`src/ramx_pkg.sv`:
```
`timescale 1ns / 1ps
package ramx_pkg;

	localparam int STAMP_W = 15;
	localparam int ID_W = 4;
	localparam int NCNT_W = 5;
	localparam int CNT_W = 4;
	localparam int CFG_IDX_W = 2;
	localparam int CFG_DATA_W = 5;

	// configuration register indexes
	localparam logic [CFG_IDX_W-1:0] CFG_OWN_ID     = 2'd0;
	localparam logic [CFG_IDX_W-1:0] CFG_NODE_COUNT = 2'd1;

	// input mode codes
	localparam logic [1:0] MODE_REQUEST = 2'd0;
	localparam logic [1:0] MODE_RELEASE = 2'd1;
	localparam logic [1:0] MODE_MESSAGE = 2'd2;

	// received message kinds
	localparam logic [1:0] MSG_STARTED  = 2'd0;
	localparam logic [1:0] MSG_DONE     = 2'd1;
	localparam logic [1:0] MSG_CS_REQ   = 2'd2;
	localparam logic [1:0] MSG_CS_REPLY = 2'd3;

	typedef enum logic [1:0] {
		ACT_MULTICAST = 2'd0,
		ACT_REPLY     = 2'd1,
		ACT_GRANT     = 2'd2
	} action_t;

	typedef enum logic [1:0] {
		PH_FREE = 2'd0,
		PH_WAIT = 2'd1,
		PH_BUSY = 2'd2
	} phase_t;

	typedef enum logic [1:0] {
		ST_IDLE         = 2'd0,
		ST_RESULT       = 2'd1,
		ST_RESULT_GRANT = 2'd2,
		ST_SCAN         = 2'd3
	} ctrl_state_t;

	typedef struct packed {
		logic accept;
		logic load_grant;
		logic scan_step;
	} cmd_t;

	typedef struct packed {
		logic res_now;
		logic grant_next;
		logic scan_go;
		logic bit_hit;
		logic work_empty;
		logic out_last;
	} sts_t;

endpackage

```
`src/ramx_if.sv`:
```
`timescale 1ns / 1ps
interface ramx_in_if;
	logic        valid;
	logic        ready;
	logic [1:0]  mode;
	logic [1:0]  msg_kind;
	logic [3:0]  source_node;
	logic [14:0] stamp;

	modport source (output valid, mode, msg_kind, source_node, stamp, input ready);
	modport sink (input valid, mode, msg_kind, source_node, stamp, output ready);
endinterface

interface ramx_out_if;
	logic       valid;
	logic       ready;
	logic [1:0] action;
	logic [3:0] dest_node;
	logic [1:0] node_phase;
	logic [3:0] started_seen;
	logic [3:0] done_seen;
	logic       last_of_run;

	modport source (output valid, action, dest_node, node_phase, started_seen, done_seen,
		last_of_run, input ready);
	modport sink (input valid, action, dest_node, node_phase, started_seen, done_seen,
		last_of_run, output ready);
endinterface

interface ramx_cfg_if;
	logic       valid;
	logic       ready;
	logic [1:0] index;
	logic [4:0] data;

	modport source (output valid, index, data, input ready);
	modport sink (input valid, index, data, output ready);
endinterface

```
`src/ricart_agrawala_mutex_node.sv`:
```
`timescale 1ns / 1ps
// Channel  Role    Payload
// item     sink    mode, msg_kind, source_node, stamp
// result   source  action, dest_node, node_phase, started_seen, done_seen, last_of_run
// cfg      sink    index, data (always ready)
//
// One request is taken at a time; it is decoded in its accept cycle, and each result
// is held in the output register until it is taken; an item with no result gives none.
// A release sends one reply per deferred node in range, scanning the nodes in order
// from 1 up to the last deferred one (at most MAX_NODES - 1).
// Reset clears the node state and loads own_node_id = 1, node_count = 2.
// A stalled result holds its payload; no request is accepted until the last one goes.
module ricart_agrawala_mutex_node #(
	parameter int MAX_NODES = 16
) (
	input logic            clk,
	input logic            arst_n,
	ramx_in_if.sink        item,
	ramx_out_if.source     result,
	ramx_cfg_if.sink       cfg
);

	ramx_pkg::cmd_t cmd;
	ramx_pkg::sts_t sts;

	assign cfg.ready = 1'b1;

	ramx_ctrl u_ctrl (
		.clk          (clk),
		.arst_n       (arst_n),
		.item_valid   (item.valid),
		.item_ready   (item.ready),
		.result_valid (result.valid),
		.result_ready (result.ready),
		.sts          (sts),
		.cmd          (cmd)
	);

	ramx_dp #(
		.MAX_NODES (MAX_NODES)
	) u_dp (
		.clk          (clk),
		.arst_n       (arst_n),
		.cmd          (cmd),
		.sts          (sts),
		.cfg_write    (cfg.valid),
		.cfg_index    (cfg.index),
		.cfg_data     (cfg.data),
		.mode         (item.mode),
		.msg_kind     (item.msg_kind),
		.source_node  (item.source_node),
		.stamp        (item.stamp),
		.action       (result.action),
		.dest_node    (result.dest_node),
		.node_phase   (result.node_phase),
		.started_seen (result.started_seen),
		.done_seen    (result.done_seen),
		.last_of_run  (result.last_of_run)
	);

`ifndef NO_ASSERTIONS
	a_one_side: assert property (@(posedge clk) disable iff (!arst_n)
		item.ready |-> !result.valid)
		else $error("request accepted while a result is pending");
	a_grant_busy: assert property (@(posedge clk) disable iff (!arst_n)
		result.valid && result.action == ramx_pkg::ACT_GRANT
		|-> result.node_phase == ramx_pkg::PH_BUSY)
		else $error("entry granted but node not busy");
	a_run_continues: assert property (@(posedge clk) disable iff (!arst_n)
		result.valid && result.ready && !result.last_of_run |=> !item.ready)
		else $error("new request taken before the run finished");
	a_scan_free: assert property (@(posedge clk) disable iff (!arst_n)
		result.valid && result.action == ramx_pkg::ACT_REPLY && !result.last_of_run
		|-> result.node_phase == ramx_pkg::PH_FREE)
		else $error("deferred reply sent while node not free");
`endif

endmodule

```
`src/ramx_ctrl.sv`:
```
`timescale 1ns / 1ps
module ramx_ctrl (
	input  logic           clk,
	input  logic           arst_n,
	input  logic           item_valid,
	output logic           item_ready,
	output logic           result_valid,
	input  logic           result_ready,
	input  ramx_pkg::sts_t sts,
	output ramx_pkg::cmd_t cmd
);

	ramx_pkg::ctrl_state_t state_q, state_d;

	always_ff @(posedge clk or negedge arst_n) begin
		if (!arst_n) begin
			state_q <= ramx_pkg::ST_IDLE;
		end else begin
			state_q <= state_d;
		end
	end

	always_comb begin
		state_d = state_q;
		unique case (state_q)
			ramx_pkg::ST_IDLE: begin
				if (item_valid) begin
					if (sts.scan_go) begin
						state_d = ramx_pkg::ST_SCAN;
					end else if (sts.grant_next) begin
						state_d = ramx_pkg::ST_RESULT_GRANT;
					end else if (sts.res_now) begin
						state_d = ramx_pkg::ST_RESULT;
					end
				end
			end
			ramx_pkg::ST_RESULT_GRANT: begin
				if (result_ready) begin
					state_d = ramx_pkg::ST_RESULT;
				end
			end
			ramx_pkg::ST_RESULT: begin
				if (result_ready) begin
					state_d = sts.out_last ? ramx_pkg::ST_IDLE : ramx_pkg::ST_SCAN;
				end
			end
			ramx_pkg::ST_SCAN: begin
				if (sts.bit_hit) begin
					state_d = ramx_pkg::ST_RESULT;
				end
			end
			default: begin
				state_d = ramx_pkg::ST_IDLE;
			end
		endcase
	end

	always_comb begin
		item_ready     = 1'b0;
		result_valid   = 1'b0;
		cmd.accept     = 1'b0;
		cmd.load_grant = 1'b0;
		cmd.scan_step  = 1'b0;
		unique case (state_q)
			ramx_pkg::ST_IDLE: begin
				item_ready = 1'b1;
				cmd.accept = item_valid;
			end
			ramx_pkg::ST_RESULT_GRANT: begin
				result_valid   = 1'b1;
				cmd.load_grant = result_ready;
			end
			ramx_pkg::ST_RESULT: begin
				result_valid = 1'b1;
			end
			ramx_pkg::ST_SCAN: begin
				cmd.scan_step = 1'b1;
			end
			default: begin
				item_ready = 1'b0;
			end
		endcase
	end

`ifndef NO_ASSERTIONS
	a_scan_has_work: assert property (@(posedge clk) disable iff (!arst_n)
		state_q == ramx_pkg::ST_SCAN |-> !sts.work_empty)
		else $error("scan running with no deferred request left");
	a_single_cmd: assert property (@(posedge clk) disable iff (!arst_n)
		$onehot0({cmd.accept, cmd.load_grant, cmd.scan_step}))
		else $error("more than one datapath command in a cycle");
	a_grant_follows: assert property (@(posedge clk) disable iff (!arst_n)
		cmd.load_grant |=> state_q == ramx_pkg::ST_RESULT && sts.out_last)
		else $error("grant after multicast not presented as final result");
`endif

endmodule

```
`src/ramx_dp.sv`:
```
`timescale 1ns / 1ps
module ramx_dp #(
	parameter int MAX_NODES = 16
) (
	input  logic                                 clk,
	input  logic                                 arst_n,
	input  ramx_pkg::cmd_t                       cmd,
	output ramx_pkg::sts_t                       sts,
	input  logic                                 cfg_write,
	input  logic [ramx_pkg::CFG_IDX_W-1:0]       cfg_index,
	input  logic [ramx_pkg::CFG_DATA_W-1:0]      cfg_data,
	input  logic [1:0]                           mode,
	input  logic [1:0]                           msg_kind,
	input  logic [ramx_pkg::ID_W-1:0]            source_node,
	input  logic [ramx_pkg::STAMP_W-1:0]         stamp,
	output logic [1:0]                           action,
	output logic [ramx_pkg::ID_W-1:0]            dest_node,
	output logic [1:0]                           node_phase,
	output logic [ramx_pkg::CNT_W-1:0]           started_seen,
	output logic [ramx_pkg::CNT_W-1:0]           done_seen,
	output logic                                 last_of_run
);

	localparam int EW = $clog2(MAX_NODES + 1);
	localparam int IW = $clog2(MAX_NODES);
	localparam logic [ramx_pkg::CNT_W-1:0] CNT_MAX = '1;

	logic [ramx_pkg::ID_W-1:0]    own_id_q;
	logic [ramx_pkg::NCNT_W-1:0]  node_count_q;
	ramx_pkg::phase_t             phase_q, phase_d;
	logic [ramx_pkg::STAMP_W-1:0] stamp_q, stamp_d;
	logic [EW-1:0]                rc_q, rc_d;
	logic [MAX_NODES-1:0]         defer_q, defer_d;
	logic [ramx_pkg::CNT_W-1:0]   started_q, started_d;
	logic [ramx_pkg::CNT_W-1:0]   done_q, done_d;
	logic [MAX_NODES-1:0]         work_q, work_d;
	logic [IW-1:0]                idx_q;
	ramx_pkg::action_t            act_q, act_d;
	logic [ramx_pkg::ID_W-1:0]    dest_q, dest_d;
	logic                         last_q, last_d;

	logic [EW-1:0]        eff, need, rc_n;
	logic [MAX_NODES-1:0] range_mask, work_left;
	logic                 peer_first;

	always_comb begin
		eff = (32'(node_count_q) > MAX_NODES) ? EW'(MAX_NODES) : EW'(node_count_q);
		need = (eff < EW'(2)) ? '0 : eff - EW'(2);
		rc_n = (rc_q < need) ? rc_q + EW'(1) : rc_q;
		for (int i = 0; i < MAX_NODES; i++) begin
			range_mask[i] = (i >= 1) && (i < int'(eff));
		end
		peer_first = (stamp_q > stamp) || ((stamp_q == stamp) && (own_id_q > source_node));
		work_left = work_q & ~(MAX_NODES'(1) << idx_q);
	end

	// decode one item against the current node state
	always_comb begin
		phase_d = phase_q;
		stamp_d = stamp_q;
		rc_d = rc_q;
		defer_d = defer_q;
		started_d = started_q;
		done_d = done_q;
		work_d = work_q;
		act_d = ramx_pkg::ACT_MULTICAST;
		dest_d = '0;
		last_d = 1'b1;
		sts.res_now = 1'b0;
		sts.grant_next = 1'b0;
		sts.scan_go = 1'b0;
		sts.bit_hit = cmd.scan_step && work_q[idx_q];
		sts.work_empty = (work_q == '0);
		sts.out_last = last_q;
		case (mode)
			ramx_pkg::MODE_REQUEST: begin
				if (phase_q == ramx_pkg::PH_FREE) begin
					sts.res_now = 1'b1;
					stamp_d = stamp;
					rc_d = '0;
					if (need == '0) begin
						phase_d = ramx_pkg::PH_BUSY;
						sts.grant_next = 1'b1;
						last_d = 1'b0;
					end else begin
						phase_d = ramx_pkg::PH_WAIT;
					end
				end
			end
			ramx_pkg::MODE_RELEASE: begin
				if (phase_q == ramx_pkg::PH_BUSY) begin
					phase_d = ramx_pkg::PH_FREE;
					defer_d = '0;
					work_d = defer_q & range_mask;
					sts.scan_go = |(defer_q & range_mask);
				end
			end
			ramx_pkg::MODE_MESSAGE: begin
				case (msg_kind)
					ramx_pkg::MSG_STARTED: begin
						if (started_q != CNT_MAX) begin
							started_d = started_q + 1'b1;
						end
					end
					ramx_pkg::MSG_DONE: begin
						if (done_q != CNT_MAX) begin
							done_d = done_q + 1'b1;
						end
					end
					ramx_pkg::MSG_CS_REQ: begin
						if (phase_q == ramx_pkg::PH_FREE
								|| (phase_q == ramx_pkg::PH_WAIT && peer_first)) begin
							sts.res_now = 1'b1;
							act_d = ramx_pkg::ACT_REPLY;
							dest_d = source_node;
						end else if (32'(source_node) < MAX_NODES) begin
							defer_d = defer_q | (MAX_NODES'(1) << source_node);
						end
					end
					default: begin
						if (phase_q == ramx_pkg::PH_WAIT) begin
							rc_d = rc_n;
							if (rc_n >= need) begin
								phase_d = ramx_pkg::PH_BUSY;
								sts.res_now = 1'b1;
								act_d = ramx_pkg::ACT_GRANT;
							end
						end
					end
				endcase
			end
			default: begin
				sts.res_now = 1'b0;
			end
		endcase
	end

	always_ff @(posedge clk or negedge arst_n) begin
		if (!arst_n) begin
			own_id_q <= ramx_pkg::ID_W'(1);
			node_count_q <= ramx_pkg::NCNT_W'(2);
			phase_q <= ramx_pkg::PH_FREE;
			stamp_q <= '0;
			rc_q <= '0;
			defer_q <= '0;
			started_q <= '0;
			done_q <= '0;
		end else begin
			if (cfg_write && cfg_index == ramx_pkg::CFG_OWN_ID) begin
				own_id_q <= cfg_data[ramx_pkg::ID_W-1:0];
			end
			if (cfg_write && cfg_index == ramx_pkg::CFG_NODE_COUNT) begin
				node_count_q <= cfg_data;
			end
			if (cmd.accept) begin
				phase_q <= phase_d;
				stamp_q <= stamp_d;
				rc_q <= rc_d;
				defer_q <= defer_d;
				started_q <= started_d;
				done_q <= done_d;
			end
		end
	end

	// result register and release scan
	always_ff @(posedge clk) begin
		if (cmd.accept) begin
			work_q <= work_d;
			idx_q <= IW'(1);
			if (sts.res_now) begin
				act_q <= act_d;
				dest_q <= dest_d;
				last_q <= last_d;
			end
		end else if (cmd.load_grant) begin
			act_q <= ramx_pkg::ACT_GRANT;
			dest_q <= '0;
			last_q <= 1'b1;
		end else if (cmd.scan_step) begin
			idx_q <= idx_q + 1'b1;
			if (work_q[idx_q]) begin
				work_q <= work_left;
				act_q <= ramx_pkg::ACT_REPLY;
				dest_q <= ramx_pkg::ID_W'(idx_q);
				last_q <= (work_left == '0);
			end
		end
	end

	assign action = act_q;
	assign dest_node = dest_q;
	assign last_of_run = last_q;
	assign node_phase = phase_q;
	assign started_seen = started_q;
	assign done_seen = done_q;

endmodule
```
`src/flat_wrapper.sv`:
```
// flat-port wrapper written by rule: the top's interface ports become plain ports
module ricart_agrawala_mutex_node_flat 
#(
	parameter int MAX_NODES = 16
)
  (clk, arst_n, item_valid, item_mode, item_msg_kind, item_source_node, item_stamp, item_ready, result_valid, result_action, result_dest_node, result_node_phase, result_started_seen, result_done_seen, result_last_of_run, result_ready, cfg_valid, cfg_index, cfg_data, cfg_ready);
  ramx_in_if item_i ();
  ramx_out_if result_i ();
  ramx_cfg_if cfg_i ();
  input logic clk;
  input logic arst_n;
  input wire logic [$bits(item_i.valid)-1:0] item_valid;
  input wire logic [$bits(item_i.mode)-1:0] item_mode;
  input wire logic [$bits(item_i.msg_kind)-1:0] item_msg_kind;
  input wire logic [$bits(item_i.source_node)-1:0] item_source_node;
  input wire logic [$bits(item_i.stamp)-1:0] item_stamp;
  output wire logic [$bits(item_i.ready)-1:0] item_ready;
  output wire logic [$bits(result_i.valid)-1:0] result_valid;
  output wire logic [$bits(result_i.action)-1:0] result_action;
  output wire logic [$bits(result_i.dest_node)-1:0] result_dest_node;
  output wire logic [$bits(result_i.node_phase)-1:0] result_node_phase;
  output wire logic [$bits(result_i.started_seen)-1:0] result_started_seen;
  output wire logic [$bits(result_i.done_seen)-1:0] result_done_seen;
  output wire logic [$bits(result_i.last_of_run)-1:0] result_last_of_run;
  input wire logic [$bits(result_i.ready)-1:0] result_ready;
  input wire logic [$bits(cfg_i.valid)-1:0] cfg_valid;
  input wire logic [$bits(cfg_i.index)-1:0] cfg_index;
  input wire logic [$bits(cfg_i.data)-1:0] cfg_data;
  output wire logic [$bits(cfg_i.ready)-1:0] cfg_ready;
  assign item_i.valid = item_valid;
  assign item_i.mode = item_mode;
  assign item_i.msg_kind = item_msg_kind;
  assign item_i.source_node = item_source_node;
  assign item_i.stamp = item_stamp;
  assign item_ready = item_i.ready;
  assign result_valid = result_i.valid;
  assign result_action = result_i.action;
  assign result_dest_node = result_i.dest_node;
  assign result_node_phase = result_i.node_phase;
  assign result_started_seen = result_i.started_seen;
  assign result_done_seen = result_i.done_seen;
  assign result_last_of_run = result_i.last_of_run;
  assign result_i.ready = result_ready;
  assign cfg_i.valid = cfg_valid;
  assign cfg_i.index = cfg_index;
  assign cfg_i.data = cfg_data;
  assign cfg_ready = cfg_i.ready;
  ricart_agrawala_mutex_node #(.MAX_NODES(MAX_NODES)) u_core (.clk(clk), .arst_n(arst_n), .item(item_i), .result(result_i), .cfg(cfg_i));
endmodule
```
`config.mk`:
```
export PLATFORM = sky130hd
export DESIGN_NAME = ricart_agrawala_mutex_node_flat
export DESIGN_NICKNAME = d
export VERILOG_FILES = /design/src/ramx_pkg.sv /design/src/ramx_if.sv /design/src/ricart_agrawala_mutex_node.sv /design/src/ramx_ctrl.sv /design/src/ramx_dp.sv /design/src/flat_wrapper.sv
export SDC_FILE = /design/constraint.sdc
export NUM_CORES = 1
export LEC_CHECK = 0
export BUFFER_PORTS_ARGS = -buffer_cell sky130_fd_sc_hd__buf_2
export CAP_MARGIN = 10
export CORE_ASPECT_RATIO = 0.8
export CORE_MARGIN = 1
export CORE_UTILIZATION = 36
export CTS_CLUSTER_SIZE = 30
export DETAILED_ROUTE_END_ITERATION = 10
export PLACE_DENSITY = 0.63
export SETUP_SLACK_MARGIN = 0.2
export SKIP_CTS_REPAIR_TIMING = 1
export SLEW_MARGIN = 20
export SYNTH_ARGS = -nofsm -noshare
export SYNTH_HDL_FRONTEND = slang
export SYNTH_HIERARCHICAL = 1
export SYNTH_SLANG_ARGS = --single-unit
```
`constraint.sdc`:
```
create_clock -name clk -period 5.7 [get_ports clk]
set_input_delay 1.425 -clock clk [delete_from_list [all_inputs] [get_ports clk]]
set_output_delay 1.425 -clock clk [all_outputs]
set_load 0.01 [all_outputs]
```
==> flow_metrics.tcl, run 1 <==
set metrics [dict create \
    syn_inst 577 \
    vias 4514 \
    yosys_warnings 6 \
    placed_cell_area_um2 6030 \
    share_clk_of_total_power_pct 23.0 \
    avgViaCountPerCell 5.419 \
    globalplace.congestion 0.9033 \
    grt.met3_usage_pct 5.290 \
    normalized_max_slew_margin_pct 40.13 \
    final_net_count 704 \
    max-vdd-ir-drop_v 0.0001895 \
    pre_repair_dr_iteration_count 5 \
    starting_density_pct 37.12 \
    portBuffers 53 \
    critPathLaunchType "flip-flop" \
    cts_buffer_depth 2 \
    post-dp-hpwl_um 10170 \
    total_leakage_power_nw 2.771 \
    cpMaxStageDelayCell "or4b_2" \
    min-delay-path-class "reg -> reg" \
    cts.clk_slew.worst_paths_ps 60 \
    worst_r2r_endpoint "u_core/u_ctrl/state_q[0]" \
    holdPathStages 2 \
    final_layout_size_suffix_gt1_share_pct 19.10 \
    total_gr_overflow 0 \
    cts_root_buffer "clkbuf_16" \
    power.sequential.fraction_pct 38.8 \
    result_of_the_run "completed" \
    grt_start_max_net_pins 57 \
    rr_worst_depth 18 \
    crit_type "reg -> reg" \
    reg2reg_from "u_core/u_dp/node_count_q[4]" \
    post-layout-total-power_mw 2.471 \
    sequential_cell_area_um2 2175 \
    die-height_um 113.7 \
    finalSetupViolCount 0 \
    avgRoutedWirePerCell_um 16.27 \
    period_minus_slack_ps 5136 \
    crit_path_frequent_cell "ha_1" \
    power_density_nw_per_um2 390.8 \
    rsz0062_at_grt "false" \
    synthesis.nets 663 \
    cpPeakStageDelay_ps 680 \
    floorplan.die_area_um2 16090 \
    post_place_setup_slack_ps 566.3 \
    pwr-share-comb_pct 38.2 \
    cts_sinks 83 \
    grtUsageMet1_pct 22.84 \
    grt_antenna_before_repair 0 \
    fmaxAchievable_mhz 194.7 \
    post-route-drc-count 0 \
    power_switching_uw 917.3 \
    r2r_slack_ps 560 \
    layout.filler_cells 1520 \
    min_period_over_period_pct 90.11 \
    synthesis.area_per_instance_um2 9.723 \
    timing.final.max_slew_violations 0 \
    ant_nets 0 \
    multi_input_comb_area_um2 3162 \
    maxCapViolCount 0 \
    timing.critical_path.cells "nand2b_1, ha_1, or4b_2, ha_1, nand2_1, a21oi_1, a211oi_2, buf_4, mux2_2, ha_1, a21o_1, a21o_1, a21oi_1, nor3b_1, nand3b_1, or4b_1, nand4_1, mux2_1" \
    grt_use_total_pct 17.93 \
    tritoncts.num_buffers 9 \
    fp-row-count 40 \
    final.setup.worst_slack_ps 563.7 \
    globalRouteMet2Util_pct 29.56 \
    dieWidth_um 141.6 \
    route.final.wire_length_um 13550 \
    io_pins 55 \
    cp-end-kind "flip-flop" \
    clock_tree_from_tritoncts "done" \
    worstHoldEndpoint "u_core/u_dp/defer_q[8]" \
    finalClockSkew_ps 8.152 \
    grt_pass1_vias 4471 \
    crit_fanout 13 \
    placeableCoreArea_um2 15110 \
    n_antenna_cell 0 \
    detailedRoute.firstIterationViolations 341 \
    setup_total_neg_slack_ps 0 \
    critPathRequiredTime_ps 5930 \
    switching_share_pct 37.13 \
    synthesis.area_um2 5610 \
    worst_skew_pair.late_latency_ps 350 \
    tightestPinTransition_ps 894.3 \
    signed_area_change_from_the_synthesized_netlist_to_the_final_layout_pct 12.69 \
    cellInternalPower_mw 1.553 \
    grt_pass1_wl_um 22630 \
    hold_viol_final 0 \
    cts_max_level 3 \
    top_usage_layer "met2" \
    startpoint_of_the_lowest_slack_hold_path "u_core/u_dp/defer_q[8]" \
    crit_arrival_ps 5370 \
    finish.instance_area_um2 6322 \
]
==> layout by cell type, fill, tap and decap left out, types with 5 or more instances in the layout <==
cell	instances
a21oi_1	33
nor2b_1	11
nand4_1	9
nand3_1	25
mux2_2	29
dfrtp_1	54
nor3b_1	6
nand2b_1	15
o21ai_0	30
ha_1	51
nor2_1	32
xnor2_1	7
o41ai_1	16
clkbuf_16	10
and3_1	5
nand2_1	75
inv_1	35
edfxtp_1	23
buf_2	53
a21o_1	9
==> flip-flops by register name (all words and copies together), names as in the netlist <==
| name | cells |
|---|---|
| u_core/u_dp/dest_node | 4 |
| u_core/u_dp/idx_q | 4 |
| u_core/u_ctrl/state_q | 2 |
| u_core/u_dp/own_id_q | 4 |
| u_core/u_dp/defer_q | 15 |
| u_core/u_dp/started_seen | 4 |
| u_core/u_dp/work_q | 16 |
| u_core/u_dp/done_seen | 4 |
| u_core/u_dp/node_count_q | 5 |
| u_core/u_dp/stamp_q | 15 |
| u_core/u_dp/rc_q | 5 |
| u_core/u_dp/node_phase | 2 |
| u_core/u_dp/last_of_run | 1 |
| u_core/u_dp/action | 2 |
==> layer usage <==
| layer | vias up | wire, µm |
|---|---|---|
| met3 | 13 | 746 |
| met4 | 0 | 140 |
| met2 | 127 | 6522 |
| li1 | 2177 | - |
| met5 | - | 0 |
| met1 | 2197 | 6144 |
==> metrics by stage <==
stage	utilization [%]	cells	hold slack, ps
5_1_grt	41.83	833	512.3
3_3_place_gp	39.89	817	471.7
4_1_cts	41.83	833	491.2
3_5_place_dp	39.89	817	475.5
2_1_floorplan	-	577	435.4
6_report	41.83	833	490.3
==> final cells by class <==
type	instances	area share (%)
Timing Repair Buffer	57	4.670
Tap cell	210	4.156
Inverter	36	2.137
Clock inverter	3	0.3364
Sequential cell	83	34.40
Clock buffer	13	4.294
Multi-Input combinational cell	431	50.01
==> power groups by stage <==
stage	clock network (mW)	logic, mW	registers [mW]
finish	0.567	0.944	0.959
global route	0.614	1.06	0.985
CTS	0.584	0.947	0.958
detailed placement	0	0.938	0.969
global placement	0	0.903	0.955
floorplan	0	0.752	0.894
==> worst max path at each step <==
stage / end / slack, ps / startpoint / depth (start not counted)
floorplan: u_core/u_ctrl/state_q[0] / 640 / u_core/u_dp/node_count_q[4] / 20
global placement: u_core/u_ctrl/state_q[0] / 740 / u_core/u_dp/node_count_q[1] / 18
detailed placement: u_core/u_ctrl/state_q[0] / 570 / u_core/u_dp/node_count_q[4] / 18
CTS: u_core/u_ctrl/state_q[0] / 560 / u_core/u_dp/node_count_q[4] / 18
global route: u_core/u_ctrl/state_q[0] / 330 / u_core/u_dp/node_count_q[4] / 18
finish: u_core/u_ctrl/state_q[0] / 560 / u_core/u_dp/node_count_q[4] / 18
==> critical path: cells and delay by family, from the launching register on <==
kind | cells | cell delay, ps
simple gates | 7 | 1920
fa+ha+maj | 3 | 950
compound gates | 5 | 820
mux | 2 | 680
flops | 1 | 430
buf+inv | 1 | 210
Note: power is estimated with default switching activity, not from simulation.
==> run 2, diff against run 1 <==
CELL_PAD_IN_SITES_DETAIL_PLACEMENT = 1   (was unset)
CELL_PAD_IN_SITES_GLOBAL_PLACEMENT = 2   (was unset)
PLACE_DENSITY = 0.86   (was 0.63)
SKIP_LAST_GASP = 1   (was unset)
==> flow_metrics.tcl, run 2 (same netlist as run 1, synthesis figures left out) <==
set metrics [dict create \
    min_period_over_period_pct 91.23 \
    cts_root_buffer "clkbuf_16" \
    tightestPinTransition_ps 897.6 \
    largest_reg_flops 16 \
    power_density_nw_per_um2 393.9 \
    worst_r2r_endpoint "u_core/u_ctrl/state_q[0]" \
    globalplace.congestion 0.8161 \
    commonest_cells_after_routing_fill_and_taps_aside "nand2_1 (75), dfrtp_1 (54), buf_2 (53), ha_1 (51), inv_1 (35)" \
    sequential_cell_area_um2 2175 \
    normalized_max_slew_margin_pct 39.91 \
    worstHoldEndpoint "u_core/u_dp/defer_q[4]" \
    power_switching_uw 947.1 \
    grt_use_total_pct 20.20 \
    max-vdd-ir-drop_v 0.0002004 \
    hold_viol_final 0 \
    rr_worst_depth 18 \
    min-delay-path-class "reg -> reg" \
    layout.filler_cells 1780 \
    critPathLaunchType "flip-flop" \
    post-place-cells 817 \
    final_layout_size_suffix_gt1_share_pct 19.10 \
    ant_nets 0 \
    floorplan.die_area_um2 16090 \
    total_gr_overflow 0 \
    cts_max_level 3 \
    final.setup.worst_slack_ps 499.9 \
    cts_sinks 83 \
    cpPeakStageDelay_ps 680 \
    clock_tree_from_tritoncts "done" \
    reg2reg_from "u_core/u_dp/node_count_q[4]" \
    post_layout_nonfiller_instances 833 \
    n_antenna_cell 0 \
    pwr-share-comb_pct 38.6 \
    critPathRequiredTime_ps 5930 \
    signed_area_change_from_the_synthesized_netlist_to_the_final_layout_pct 12.47 \
    finalSetupViolCount 0 \
    finalClockSkew_ps 11.21 \
    r2r_slack_ps 500 \
    grt_start_max_net_pins 57 \
    timing.final.max_slew_violations 0 \
    startpoint_of_the_lowest_slack_hold_path "u_core/u_dp/defer_q[4]" \
    grt_antenna_before_repair 0 \
    fmaxAchievable_mhz 192.3 \
    crit_path_frequent_cell "ha_1" \
    holdPathStages 2 \
    post_place_setup_slack_ps 515.1 \
    post-route-drc-count 0 \
    multi_input_comb_area_um2 3166 \
    worst-path-buf-inv 1 \
    period_minus_slack_ps 5200 \
    timing.critical_path.cells "nand2b_1, ha_1, or4b_2, ha_1, nand2_1, a21oi_1, a211oi_2, buf_4, mux2_2, ha_1, a21o_1, a21o_1, a21oi_2, nor3b_1, nand3b_1, or4b_1, nand4_1, mux2_1" \
    final_util_pct 41.75 \
    cellInternalPower_mw 1.539 \
    cts.clk_slew.worst_paths_ps 70 \
    pre_repair_dr_iteration_count 4 \
    result_of_the_run "completed" \
    crit_arrival_ps 5430 \
    cp-end-kind "flip-flop" \
    grt_pass1_vias 4721 \
    tritoncts.num_buffers 9 \
    reg.largest.list "u_core/u_dp/work_q x16, u_core/u_dp/defer_q x15, u_core/u_dp/stamp_q x15" \
    setup_total_neg_slack_ps 0 \
    worst_path_dominant_cell_family "simple AND/OR/NAND/NOR gates" \
    crit_type "reg -> reg" \
    top_register "u_core/u_dp/work_q" \
    fp-row-count 40 \
    detailedRoute.firstIterationViolations 173 \
    route.final.wire_length_um 15200 \
    starting_density_pct 37.12 \
    crit_fanout 13 \
    grt_pass1_wl_um 25170 \
    die-height_um 113.7 \
    share_clk_of_total_power_pct 22.6 \
    post-dp-hpwl_um 11440 \
    total_leakage_power_nw 2.770 \
    final_net_count 704 \
    placeableCoreArea_um2 15110 \
    vias 4527 \
    switching_share_pct 38.10 \
    hold_slack_ps 494.5 \
    dieWidth_um 141.6 \
    maxCapViolCount 0 \
    worst_skew_pair.late_latency_ps 350 \
    cts_buffer_depth 2 \
    io_pins 55 \
    cpMaxStageDelayCell "or4b_2" \
    power.sequential.fraction_pct 38.8 \
    portBuffers 53 \
    rsz0062_at_grt "false" \
    layout_commonest_cell "nand2_1" \
    avgViaCountPerCell 5.435 \
    avgRoutedWirePerCell_um 18.25 \
]
[run 2: final cells by class]
class / count / area share, %
Tap cell: 210 / 4.164
Timing Repair Buffer: 57 / 4.680
Sequential cell: 83 / 34.46
Inverter: 36 / 2.142
Clock buffer: 13 / 4.144
Multi-Input combinational cell: 431 / 50.17
Clock inverter: 3 / 0.2380
[run 2: worst max-delay path by stage]
stage	start	endpoint	slack (ps)	depth (start not counted)
floorplan	u_core/u_dp/node_count_q[4]	u_core/u_ctrl/state_q[0]	640	20
global placement	u_core/u_dp/node_count_q[1]	u_core/u_ctrl/state_q[0]	690	18
detailed placement	u_core/u_dp/node_count_q[1]	u_core/u_ctrl/state_q[0]	520	18
CTS	u_core/u_dp/node_count_q[4]	u_core/u_ctrl/state_q[0]	400	18
global route	u_core/u_dp/node_count_q[4]	u_core/u_ctrl/state_q[0]	290	18
finish	u_core/u_dp/node_count_q[4]	u_core/u_ctrl/state_q[0]	500	18
[run 2: per-stage QoR]
step | area [µm²] | total power, mW
after floorplan | 5610 | 1.646
after global placement | 6030 | 1.872
after detailed placement | 6030 | 1.936
after CTS | 6306 | 2.514
after global routing | 6310 | 2.674
final | 6310 | 2.486
[run 2: power groups by stage]
stage | combinational [mW] | clock (mW) | sequential, mW
floorplan | 0.752 | 0 | 0.894
global placement | 0.909 | 0 | 0.963
detailed placement | 0.954 | 0 | 0.982
CTS | 0.964 | 0.580 | 0.970
global route | 1.08 | 0.599 | 0.994
finish | 0.958 | 0.562 | 0.966
[run 2: metal layers]
layer | global-route usage, % | wire length (µm) | up-vias
met1 | 26.37 | 7071 | 2260
met2 | 34.22 | 7349 | 76
met4 | 4.659 | 181 | 0
met5 | 0 | 0 | -
met3 | 4.408 | 601 | 12
li1 | - | - | 2179
[run 2: worst min-delay path, stage by stage (launching register included)]
cell and delay [ps]:
dfrtp_1 350, nand2_1 50, o41ai_1 50
